$ cat config.mk
export PLATFORM = sky130hd
export DESIGN_NAME = edge_prediction_filter_core
export DESIGN_NICKNAME = d
export VERILOG_FILES = /design/src/epf_pkg.sv /design/src/edge_prediction_filter_core.sv /design/src/epf_prep.sv /design/src/epf_scale.sv /design/src/epf_offset.sv /design/src/epf_apply.sv
export SDC_FILE = /design/constraint.sdc
export NUM_CORES = 2
export LEC_CHECK = 0
export BUFFER_PORTS_ARGS = -buffer_cell sky130_fd_sc_hd__buf_2
export CAP_MARGIN = 20
export CORE_UTILIZATION = 40
export CTS_CLUSTER_SIZE = 28
export DETAILED_ROUTE_END_ITERATION = 8
export SYNTH_ARGS = -nofsm -noshare
export SYNTH_HDL_FRONTEND = slang
export SYNTH_SLANG_ARGS = --single-unit
$ cat constraint.sdc
create_clock -name i_clk -period 34.7 [get_ports i_clk]
set_input_delay 6.94 -clock i_clk [delete_from_list [all_inputs] [get_ports i_clk]]
set_output_delay 6.94 -clock i_clk [all_outputs]
set_load 0.01 [all_outputs]
$ cat src/epf_pkg.sv
// shared types, constants and helper functions for the edge prediction filter
// no dependencies
`default_nettype none

package epf_pkg;

    localparam int PIX_W           = 12;
    localparam int LINE_W          = 6 * PIX_W;
    localparam int CFG_IDX_W       = 3;
    localparam int CFG_DATA_W      = 15;
    localparam int DEPTH_W         = 4;
    localparam int QT_W            = 12;
    localparam int ST_W            = 15;
    localparam int MULT_W          = 8;
    localparam int LIM_W           = 15;
    localparam int LIM_MAX         = 32767;
    localparam int QPROD_W         = QT_W + MULT_W;
    localparam int DIFF2_W         = 15;
    localparam int DELTA_W         = 18;
    localparam int CLAMP_W         = 16;
    localparam int SCALED_W        = 24;
    localparam int PROD_W          = 26;
    localparam int OFS_W           = 16;
    localparam int SUM_W           = 18;
    localparam int DEPTH_MIN       = 8;
    localparam int DEPTH_MAX       = 12;
    localparam int ROUND_SHIFT_DEF = 7;

    localparam logic [DEPTH_W-1:0] BIT_DEPTH_RST = 4'd10;
    localparam logic [QT_W-1:0]    CLAMP_THR_RST = '0;
    localparam logic [ST_W-1:0]    ACT_THR_RST   = '0;
    localparam logic [MULT_W-1:0]  Q_MULT_RST    = 8'd1;
    localparam logic [MULT_W-1:0]  W_MULT_RST    = '0;

    localparam logic signed [PROD_W-1:0] OFS_HI = 26'sd32767;
    localparam logic signed [PROD_W-1:0] OFS_LO = -26'sd32768;

    typedef enum logic [CFG_IDX_W-1:0] {
        CFG_BIT_DEPTH = 3'd0,
        CFG_CLAMP_THR = 3'd1,
        CFG_ACT_THR   = 3'd2,
        CFG_Q_MULT    = 3'd3,
        CFG_W_MULT    = 3'd4
    } t_cfg_idx;

    // near_p sits in the lowest bits so the struct maps straight onto tdata
    typedef struct packed {
        logic [PIX_W-1:0] far_m;
        logic [PIX_W-1:0] mid_m;
        logic [PIX_W-1:0] near_m;
        logic [PIX_W-1:0] far_p;
        logic [PIX_W-1:0] mid_p;
        logic [PIX_W-1:0] near_p;
    } t_line;

    typedef struct packed {
        logic [DEPTH_W-1:0] bit_depth;
        logic [QT_W-1:0]    clamp_thr;
        logic [ST_W-1:0]    act_thr;
        logic [MULT_W-1:0]  q_mult;
        logic [MULT_W-1:0]  w_mult;
    } t_cfg;

    typedef struct packed {
        t_line              line;
        logic               filter_on;
        logic [DELTA_W-1:0] delta;
        logic [LIM_W-1:0]   lim;
    } t_s1;

    typedef struct packed {
        t_line               line;
        logic                filter_on;
        logic [SCALED_W-1:0] scaled;
    } t_s2;

    typedef struct packed {
        t_line            line;
        logic             filter_on;
        logic [OFS_W-1:0] ofs_near;
        logic [OFS_W-1:0] ofs_mid;
        logic [OFS_W-1:0] ofs_far;
    } t_s3;

    // |a - 2*b + c|
    function automatic logic [DIFF2_W-1:0] act_abs(
        input logic [PIX_W-1:0] a,
        input logic [PIX_W-1:0] b,
        input logic [PIX_W-1:0] c
    );
        logic signed [DIFF2_W-1:0] s;
        s = $signed({3'b000, a}) - $signed({2'b00, b, 1'b0}) + $signed({3'b000, c});
        act_abs = s[DIFF2_W-1] ? $unsigned(-s) : $unsigned(s);
    endfunction

    // saturate to signed 16 bits
    function automatic logic [OFS_W-1:0] sat_ofs(input logic signed [PROD_W-1:0] v);
        logic signed [PROD_W-1:0] t;
        t = v;
        if (v > OFS_HI) t = OFS_HI;
        if (v < OFS_LO) t = OFS_LO;
        sat_ofs = t[OFS_W-1:0];
    endfunction

endpackage

`default_nettype wire

$ cat src/edge_prediction_filter_core.sv
// top level of the edge prediction filter: config registers and four-stage pipeline
// depends on epf_pkg, epf_prep, epf_scale, epf_offset, epf_apply
`default_nettype none

// Filters one six-pixel line across a block edge per beat. The datapath is a
// four-stage pipeline (activity test and delta, clamp and weight, offsets,
// apply and clip); each stage holds its own valid bit and the ready of a stage
// is "empty or the next stage moves", so a new line is taken every cycle while
// the output side keeps up, and bubbles inside the pipe are squeezed out while
// the output side stalls. Sustained rate is one line per cycle while the output
// side keeps up. Configuration registers are written through a plain write
// port and must only change while the pipeline is empty. A line with filter_on
// low leaves unchanged and unclipped.

module edge_prediction_filter_core import epf_pkg::*; #(
    parameter int ROUND_SHIFT = ROUND_SHIFT_DEF
) (
    input  wire logic                  i_clk,
    input  wire logic                  i_rst_n,
    // input stream
    input  wire logic                  s_axis_tvalid,
    output logic                       s_axis_tready,
    // near_p, mid_p, far_p, near_m, mid_m, far_m (12 bits each, lowest first)
    input  wire logic [LINE_W-1:0]     s_axis_tdata,
    // filter_on
    input  wire logic [0:0]            s_axis_tuser,
    // output stream
    output logic                       m_axis_tvalid,
    input  wire logic                  m_axis_tready,
    // out_near_p, out_mid_p, out_far_p, out_near_m, out_mid_m, out_far_m (12 bits each)
    output logic [LINE_W-1:0]          m_axis_tdata,
    // configuration write port
    input  wire logic                  i_cfg_we,
    input  wire logic [CFG_IDX_W-1:0]  i_cfg_idx,
    input  wire logic [CFG_DATA_W-1:0] i_cfg_wdata
);

    t_cfg  r_cfg;
    t_line in_line;
    t_line out_line;

    // stage handshakes
    logic  s1_valid, s1_ready;
    logic  s2_valid, s2_ready;
    logic  s3_valid, s3_ready;
    logic  s4_ready;
    t_s1   s1;
    t_s2   s2;
    t_s3   s3;

    // configuration registers, writes to unused indexes are dropped
    always_ff @(posedge i_clk) begin
        if (!i_rst_n) begin
            r_cfg.bit_depth <= BIT_DEPTH_RST;
            r_cfg.clamp_thr <= CLAMP_THR_RST;
            r_cfg.act_thr   <= ACT_THR_RST;
            r_cfg.q_mult    <= Q_MULT_RST;
            r_cfg.w_mult    <= W_MULT_RST;
        end else if (i_cfg_we) begin
            unique case (t_cfg_idx'(i_cfg_idx))
                CFG_BIT_DEPTH: r_cfg.bit_depth <= i_cfg_wdata[DEPTH_W-1:0];
                CFG_CLAMP_THR: r_cfg.clamp_thr <= i_cfg_wdata[QT_W-1:0];
                CFG_ACT_THR:   r_cfg.act_thr   <= i_cfg_wdata[ST_W-1:0];
                CFG_Q_MULT:    r_cfg.q_mult    <= i_cfg_wdata[MULT_W-1:0];
                CFG_W_MULT:    r_cfg.w_mult    <= i_cfg_wdata[MULT_W-1:0];
                default: begin
                end
            endcase
        end
    end

    // tdata layout matches the line struct bit for bit
    assign in_line      = t_line'(s_axis_tdata);
    assign m_axis_tdata = LINE_W'(out_line);

    // stage 1: activity test, raw delta, clamp limit
    epf_prep u_prep (
        .i_clk       (i_clk),
        .i_rst_n     (i_rst_n),
        .i_valid     (s_axis_tvalid),
        .o_ready     (s_axis_tready),
        .i_line      (in_line),
        .i_filter_on (s_axis_tuser[0]),
        .i_cfg       (r_cfg),
        .o_valid     (s1_valid),
        .i_ready     (s1_ready),
        .o_s1        (s1)
    );

    // stage 2: clamp and weight
    epf_scale u_scale (
        .i_clk   (i_clk),
        .i_rst_n (i_rst_n),
        .i_valid (s1_valid),
        .o_ready (s1_ready),
        .i_s1    (s1),
        .i_cfg   (r_cfg),
        .o_valid (s2_valid),
        .i_ready (s2_ready),
        .o_s2    (s2)
    );

    // stage 3: rounded offsets for the near, mid and far pixels
    epf_offset #(
        .ROUND_SHIFT (ROUND_SHIFT)
    ) u_offset (
        .i_clk   (i_clk),
        .i_rst_n (i_rst_n),
        .i_valid (s2_valid),
        .o_ready (s2_ready),
        .i_s2    (s2),
        .o_valid (s3_valid),
        .i_ready (s3_ready),
        .o_s3    (s3)
    );

    // stage 4: apply, clip, and hold the output beat
    epf_apply u_apply (
        .i_clk   (i_clk),
        .i_rst_n (i_rst_n),
        .i_valid (s3_valid),
        .o_ready (s3_ready),
        .i_s3    (s3),
        .i_cfg   (r_cfg),
        .o_valid (m_axis_tvalid),
        .i_ready (s4_ready),
        .o_line  (out_line)
    );

    assign s4_ready = m_axis_tready;

endmodule

`default_nettype wire

$ cat src/epf_prep.sv
// stage 1: raw delta, side activity test and clamp limit
// depends on epf_pkg
`default_nettype none

module epf_prep import epf_pkg::*; (
    input  wire logic  i_clk,
    input  wire logic  i_rst_n,
    input  wire logic  i_valid,
    output logic       o_ready,
    input  wire t_line i_line,
    input  wire logic  i_filter_on,
    input  wire t_cfg  i_cfg,
    output logic       o_valid,
    input  wire logic  i_ready,
    output t_s1        o_s1
);

    logic                      r_valid;
    t_s1                       r_s1;
    t_s1                       n_s1;
    logic signed [PIX_W:0]     dn;
    logic signed [PIX_W:0]     dm;
    logic signed [CLAMP_W-1:0] base;
    logic                      smooth;
    logic [QPROD_W-1:0]        qprod;

    assign o_ready = !r_valid || i_ready;
    assign o_valid = r_valid;
    assign o_s1    = r_s1;

    always_comb begin
        dn    = $signed({1'b0, i_line.near_p}) - $signed({1'b0, i_line.near_m});
        dm    = $signed({1'b0, i_line.mid_p}) - $signed({1'b0, i_line.mid_m});
        base  = (CLAMP_W'(dn) <<< 1) + CLAMP_W'(dn) - CLAMP_W'(dm);
        smooth = (act_abs(i_line.far_m, i_line.mid_m, i_line.near_m) <= i_cfg.act_thr)
              && (act_abs(i_line.near_p, i_line.mid_p, i_line.far_p) <= i_cfg.act_thr);
        qprod = QPROD_W'(i_cfg.clamp_thr) * QPROD_W'(i_cfg.q_mult);

        n_s1.line      = i_line;
        n_s1.filter_on = i_filter_on;
        n_s1.delta     = smooth ? {base, 2'b00} : '0;
        n_s1.lim       = (qprod > QPROD_W'(LIM_MAX)) ? LIM_W'(LIM_MAX) : qprod[LIM_W-1:0];
    end

    always_ff @(posedge i_clk) begin
        if (!i_rst_n) begin
            r_valid <= 1'b0;
        end else if (o_ready) begin
            r_valid <= i_valid;
        end
    end

    always_ff @(posedge i_clk) begin
        if (o_ready && i_valid) begin
            r_s1 <= n_s1;
        end
    end

endmodule

`default_nettype wire

$ cat src/epf_scale.sv
// stage 2: clamp the delta to the limit and weight it
// depends on epf_pkg
`default_nettype none

module epf_scale import epf_pkg::*; (
    input  wire logic  i_clk,
    input  wire logic  i_rst_n,
    input  wire logic  i_valid,
    output logic       o_ready,
    input  wire t_s1   i_s1,
    input  wire t_cfg  i_cfg,
    output logic       o_valid,
    input  wire logic  i_ready,
    output t_s2        o_s2
);

    logic                        r_valid;
    t_s2                         r_s2;
    t_s2                         n_s2;
    logic signed [DELTA_W-1:0]   dl;
    logic signed [DELTA_W-1:0]   lim_s;
    logic signed [DELTA_W-1:0]   cl;
    logic signed [CLAMP_W-1:0]   cl16;
    logic signed [SCALED_W:0]    prod;

    assign o_ready = !r_valid || i_ready;
    assign o_valid = r_valid;
    assign o_s2    = r_s2;

    always_comb begin
        dl    = $signed(i_s1.delta);
        lim_s = $signed({3'b000, i_s1.lim});
        cl    = dl;
        if (dl > lim_s)  cl = lim_s;
        if (dl < -lim_s) cl = -lim_s;
        cl16  = cl[CLAMP_W-1:0];
        prod  = (SCALED_W+1)'(cl16) * (SCALED_W+1)'($signed({1'b0, i_cfg.w_mult}));

        n_s2.line      = i_s1.line;
        n_s2.filter_on = i_s1.filter_on;
        n_s2.scaled    = prod[SCALED_W-1:0];
    end

    always_ff @(posedge i_clk) begin
        if (!i_rst_n) begin
            r_valid <= 1'b0;
        end else if (o_ready) begin
            r_valid <= i_valid;
        end
    end

    always_ff @(posedge i_clk) begin
        if (o_ready && i_valid) begin
            r_s2 <= n_s2;
        end
    end

endmodule

`default_nettype wire

$ cat src/epf_offset.sv
// stage 3: three rounded, shifted and saturated offsets
// depends on epf_pkg
`default_nettype none

module epf_offset import epf_pkg::*; #(
    parameter int ROUND_SHIFT = ROUND_SHIFT_DEF
) (
    input  wire logic  i_clk,
    input  wire logic  i_rst_n,
    input  wire logic  i_valid,
    output logic       o_ready,
    input  wire t_s2   i_s2,
    output logic       o_valid,
    input  wire logic  i_ready,
    output t_s3        o_s3
);

    localparam logic signed [PROD_W-1:0] RND = PROD_W'((1 << ROUND_SHIFT) >> 1);

    logic                     r_valid;
    t_s3                      r_s3;
    t_s3                      n_s3;
    logic signed [PROD_W-1:0] k1;
    logic signed [PROD_W-1:0] k2;
    logic signed [PROD_W-1:0] k3;

    assign o_ready = !r_valid || i_ready;
    assign o_valid = r_valid;
    assign o_s3    = r_s3;

    always_comb begin
        k1 = PROD_W'($signed(i_s2.scaled));
        k2 = k1 <<< 1;
        k3 = k2 + k1;

        n_s3.line      = i_s2.line;
        n_s3.filter_on = i_s2.filter_on;
        n_s3.ofs_near  = sat_ofs((k3 + RND) >>> ROUND_SHIFT);
        n_s3.ofs_mid   = sat_ofs((k2 + RND) >>> ROUND_SHIFT);
        n_s3.ofs_far   = sat_ofs((k1 + RND) >>> ROUND_SHIFT);
    end

    always_ff @(posedge i_clk) begin
        if (!i_rst_n) begin
            r_valid <= 1'b0;
        end else if (o_ready) begin
            r_valid <= i_valid;
        end
    end

    always_ff @(posedge i_clk) begin
        if (o_ready && i_valid) begin
            r_s3 <= n_s3;
        end
    end

endmodule

`default_nettype wire

$ cat src/epf_apply.sv
// stage 4: apply offsets, clip to bit depth, output register
// depends on epf_pkg
`default_nettype none

module epf_apply import epf_pkg::*; (
    input  wire logic  i_clk,
    input  wire logic  i_rst_n,
    input  wire logic  i_valid,
    output logic       o_ready,
    input  wire t_s3   i_s3,
    input  wire t_cfg  i_cfg,
    output logic       o_valid,
    input  wire logic  i_ready,
    output t_line      o_line
);

    logic               r_valid;
    t_line              r_line;
    t_line              n_line;
    logic [DEPTH_W-1:0] dep;
    logic [PIX_W-1:0]   maxv;
    logic [PIX_W:0]     full;

    // pix + ofs or pix - ofs, clipped to 0..maxv
    function automatic logic [PIX_W-1:0] clip_pel(
        input logic [PIX_W-1:0] pix,
        input logic [OFS_W-1:0] ofs,
        input logic             sub,
        input logic [PIX_W-1:0] mx
    );
        logic signed [SUM_W-1:0] p;
        logic signed [SUM_W-1:0] o;
        logic signed [SUM_W-1:0] s;
        logic [PIX_W-1:0]        r;
        p = $signed({{(SUM_W-PIX_W){1'b0}}, pix});
        o = $signed({{(SUM_W-OFS_W){ofs[OFS_W-1]}}, ofs});
        s = sub ? (p - o) : (p + o);
        r = s[PIX_W-1:0];
        if (s < 0) r = '0;
        else if (s > $signed({{(SUM_W-PIX_W){1'b0}}, mx})) r = mx;
        clip_pel = r;
    endfunction

    assign o_ready = !r_valid || i_ready;
    assign o_valid = r_valid;
    assign o_line  = r_line;

    always_comb begin
        dep = i_cfg.bit_depth;
        if (i_cfg.bit_depth < DEPTH_W'(DEPTH_MIN)) dep = DEPTH_W'(DEPTH_MIN);
        if (i_cfg.bit_depth > DEPTH_W'(DEPTH_MAX)) dep = DEPTH_W'(DEPTH_MAX);
        full = ((PIX_W+1)'(1) << dep) - (PIX_W+1)'(1);
        maxv = full[PIX_W-1:0];

        if (i_s3.filter_on) begin
            n_line.near_p = clip_pel(i_s3.line.near_p, i_s3.ofs_near, 1'b1, maxv);
            n_line.mid_p  = clip_pel(i_s3.line.mid_p,  i_s3.ofs_mid,  1'b1, maxv);
            n_line.far_p  = clip_pel(i_s3.line.far_p,  i_s3.ofs_far,  1'b1, maxv);
            n_line.near_m = clip_pel(i_s3.line.near_m, i_s3.ofs_near, 1'b0, maxv);
            n_line.mid_m  = clip_pel(i_s3.line.mid_m,  i_s3.ofs_mid,  1'b0, maxv);
            n_line.far_m  = clip_pel(i_s3.line.far_m,  i_s3.ofs_far,  1'b0, maxv);
        end else begin
            n_line = i_s3.line;
        end
    end

    always_ff @(posedge i_clk) begin
        if (!i_rst_n) begin
            r_valid <= 1'b0;
        end else if (o_ready) begin
            r_valid <= i_valid;
        end
    end

    always_ff @(posedge i_clk) begin
        if (o_ready && i_valid) begin
            r_line <= n_line;
        end
    end

endmodule

`default_nettype wire

==> results by stage <==
Floorplan:
- The top-level port count is 170.
- The floorplan has roughly 110 rows.
- The floorplan step set the die height to 299 microns.
- The placeable core region is 0.0870 sq mm.
- The die is between 200 and 300 microns wide.
- The initial standard-cell utilization of the core is 40.5%.
- The floorplan step defined a die boundary enclosing slightly below 0.09 sq mm.

Timing:
- The worst slew slack as a fraction of its limit is 33.0%.
- Clock skew on the completed layout was measured at 28.3 ps.
- The maximum operating frequency is approximately 66 MHz.
- The count of final max-slew check failures came to 0.
- The fraction of the cycle the final worst path needs is 43.8%.
- The final-report hold violation count was 0.
- In the final timing run, aggregate negative setup slack is 0 ps.
- The number of setup violations in the final report is 0.
- Setup repair after global routing left no endpoint under its margin.
- For the pin with the worst max-slew slack, the measured transition is approximately 1000 ps.
- The final critical path time including I/O delays and setup is around 15000 ps.

Routing:
- In the final routing, the length of wire on met1 measures 41.7 mm.
- After detailed routing, the met2 layer carries between 30 and 40 mm of wire.
- For this run, design rule violations remaining after detail routing come to 0.
- The via count of the routed design is 25100.
- The via count normalized by instance count is 5.19.
- The highest metal layer with signal wires is met5.
- The routed wirelength normalized by instance count is 18.2 microns.
- The iteration count of the initial detailed-routing pass is 5.
- The violation count after the first detailed-route iteration is 1409.
- The post-detailed-route count of antenna-violating nets is 0.
- After detailed routing, the met3 layer carries 4.15 mm of wire.
- Wires add up to 88.1 mm.

Status:
- The run finished with clean final reports.

GRT:
- Global routing finished with a remaining overflow of 0.
- The first global-routing pass estimated 135 mm of wire.
- The total routing usage reported by global routing is 19.5%.
- The via count of the first global-routing pass was 24000.
- The largest net degree at the start of global routing is 73.
- The initial antenna violation count is 10.

Synth:
- The number of enable-type register cells in the synthesized netlist is between 300 and 400.
- After synthesis, the netlist uses between 80 and 90 different library cells.
- After synthesis the netlist holds a flip-flop and latch count of 445.
- For this run, the register share of the synthesized area comes to 36.4%.
- The number of instances in the synthesized netlist is 3495.
- The average size of a mapped cell is 10.1 sq um.
- Counting flops with an async set or reset pin after synthesis yields a share of 0%.
- After synthesis the cells add up to 0.0353 sq mm.
- The Yosys step of the flow raised 0 warnings.
- The most used flip-flop cell after synthesis is sky130_fd_sc_hd__edfxtp_1.

Layout:
- The synthesis-to-finish area growth is 10.7%.
- The total area of sequential cells is between 0.01 and 0.015 sq mm.
- The layout filler cell count is 8420.
- The layout net count is 4301.
- The layout cell share with drive strength beyond 1 is ~8.7%.
- The utilization after layout is 44.9%.
- The area used by multi-input combinational logic is approximately 0.02 sq mm.
- The final instance area is 0.0390 sq mm.

Critical path:
- The critical path goes through buf_2 > nor2b_1 > and3_1 > nand2_1 > buf_2.
- At the worst endpoint, the arrival time is 8250 ps.
- The slowest cell on the critical path is sky130_fd_sc_hd__nor2b_1.
- At the worst endpoint, the required time is 27760 ps.
- The delay contributed by the slowest stage of the critical path is 470 ps.
- The sort of element at the end of the critical path is an output pin.
- By instance count, the cell type seen most on the critical path is sky130_fd_sc_hd__buf_2.
- The start-to-end type of the worst setup path is primary input to output pin.
- Grouping stages by cell kind, the critical path spends the most delay in simple AND/OR/NAND/NOR gates.
- The top fanout value on the critical path is 5.
- The worst setup path is launched from a primary input.
- The buffers plus inverters on the worst setup path is 2.

Pwr:
- For this design the total switching power over the nets is about 0.56 mW.
- VDD sags by at most 0.0000366 V.
- Registers are responsible for 37.4% of the overall power.
- The combinational group share of total power is 30.8%.
- The share of total power consumed by net switching is roughly a third.
- The total power divided by cell area is 43.8 mW/mm^2.
- The fraction of power consumed by the clock network is around a third.
- Summed over all cells, the static leakage comes to 17.1 nW.
- The internal portion of total power is 1.15 mW.

Clocking:
- TritonCTS built the clock tree.
- The root buffer cell is sky130_fd_sc_hd__clkbuf_16.
- The clock transition at the registers of the reported paths is 70 ps.
- The post-cts resize count is 0.
- The number of buffers inserted by post-CTS setup repair is 0.
- The clock passes through at most 3 buffers.
- The clock tree synthesis step divided the H-tree into 2 levels.
- Hold repair after CTS inserted 0 buffers.
- The total clock sinks is around 450.
- The worst-skew pair later-pin latency is between 600 and 700 ps.
- Buffers inserted during clock tree synthesis total 47.

Placement:
- The quantity of I/O buffers inserted on ports is around 170.
- After detailed placement, the total cell area comes to 0.0374 sq mm.
- The final RePlAce weighted congestion is 0.914.
- The final HPWL from detailed placement is 71.0 mm.

Hold path:
- The class of the tightest hold or removal check is flop to flop.

Flow run:
- Across the run, the number of max-cap violations was 0.
[worst paths after layout]
check,start,to,slack (ps),cells past startpoint
worst max-delay path,m_axis_tready,s_axis_tready,19510,5
worst min-delay path,u_prep.o_s1[33]$_DFFE_PP_,u_scale.o_s2[24]$_DFFE_PP_,400,0
worst max register to register,u_prep.o_s1[0]$_SDFFCE_PN1P_,u_scale.o_s2[20]$_DFFE_PP_,24670,38
worst min register to register,u_prep.o_s1[33]$_DFFE_PP_,u_scale.o_s2[24]$_DFFE_PP_,400,0
[stage by stage]
stage               setup slack, ps  std cells  hold WS, ps  total power [mW]
floorplan                     18150       3496          400              1.04
detailed placement            19510       4749          405              1.18
finish                        19510       4839          402              1.71
global placement              19510       4749          401              1.17
global route                  19400       4838          413              1.81
CTS                           19500       4837          407              1.72
[cell families (layout without fill, tap and decap cells)]
group	count (synthesis)	count (layout)	synth area share [%]
buf+inv	545	732	5.88
other cells	1	3	0.0106
mux	46	46	1.34
xor+xnor	240	240	5.96
simple gates	962	962	13.5
fa+ha+maj	561	561	23.8
flops	445	445	36.4
compound gates	695	695	13.0
[metal layers]
layer / vias to the layer above / global-route usage (%)
met2: 531 / 31.5
met4: 4 / 5.75
li1: 12400 / -
met5: - / 0
met1: 12000 / 27.4
met3: 127 / 2.32
[state kept, by name (all words and copies together), names as in the netlist]
register	flops
u_apply.o_valid	1
u_prep.o_s1	104
u_scale.o_s2	97
u_offset.o_valid	1
u_scale.o_valid	1
r_cfg	47
u_prep.o_valid	1
u_apply.o_line	72
u_offset.o_s3	121
[cell usage after synthesis, drive strengths merged, types with 35 or more instances]
| cell type | n | area share, % |
|---|---|---|
| xnor2 | 149 | 3.7 |
| nor2b | 61 | 1.1 |
| a21boi | 47 | 1.0 |
| xor2 | 91 | 2.3 |
| inv | 459 | 4.9 |
| a21oi | 217 | 3.1 |
| a21o | 74 | 1.6 |
| and3 | 36 | 0.64 |
| ha | 376 | 13 |
| edfxtp | 394 | 34 |
| nand3 | 54 | 0.77 |
| o21ai | 118 | 1.7 |
| nor3 | 57 | 0.88 |
| mux2i | 35 | 0.99 |
| nor2 | 181 | 1.9 |
| clkbuf | 73 | 0.78 |
| fa | 185 | 11 |
| nand2 | 297 | 3.2 |
| nand2b | 46 | 0.82 |
| o2bb2ai | 39 | 0.97 |
| dfxtp | 51 | 2.9 |
| and2 | 112 | 2.0 |
[placed cells by master (no fill, tap or decap), types with 46 or more instances in the layout]
cell                        count
sky130_fd_sc_hd__nand2b_1      46
sky130_fd_sc_hd__nand3_1       54
sky130_fd_sc_hd__and2_1       111
sky130_fd_sc_hd__o21ai_0      106
sky130_fd_sc_hd__inv_1        458
sky130_fd_sc_hd__nor2_1       179
sky130_fd_sc_hd__edfxtp_1     394
sky130_fd_sc_hd__nor3_1        53
sky130_fd_sc_hd__nand2_1      297
sky130_fd_sc_hd__dfxtp_1       51
sky130_fd_sc_hd__buf_2        169
sky130_fd_sc_hd__a21o_1        74
sky130_fd_sc_hd__clkbuf_16     48
sky130_fd_sc_hd__ha_1         376
sky130_fd_sc_hd__fa_1         185
sky130_fd_sc_hd__xnor2_1      149
sky130_fd_sc_hd__xor2_1        91
sky130_fd_sc_hd__a21oi_1      216
sky130_fd_sc_hd__nor2b_1       59
[power groups by stage]
stage | Combinational, mW | Clock, mW | Sequential, mW
floorplan | 0.404 | 0 | 0.639
global placement | 0.522 | 0 | 0.651
detailed placement | 0.525 | 0 | 0.651
CTS | 0.529 | 0.555 | 0.640
global route | 0.598 | 0.574 | 0.641
finish | 0.527 | 0.544 | 0.640
[area by class of cell]
class	count	area share (%)
Tap cell	1155	3.70
Sequential cell	445	32.9
Clock inverter	28	0.984
Antenna cell	1	0.00641
Clock buffer	60	3.32
Multi-Input combinational cell	2506	52.2
Inverter	459	4.41
Timing Repair Buffer	185	2.47
Power figures use the tool's default switching activity.
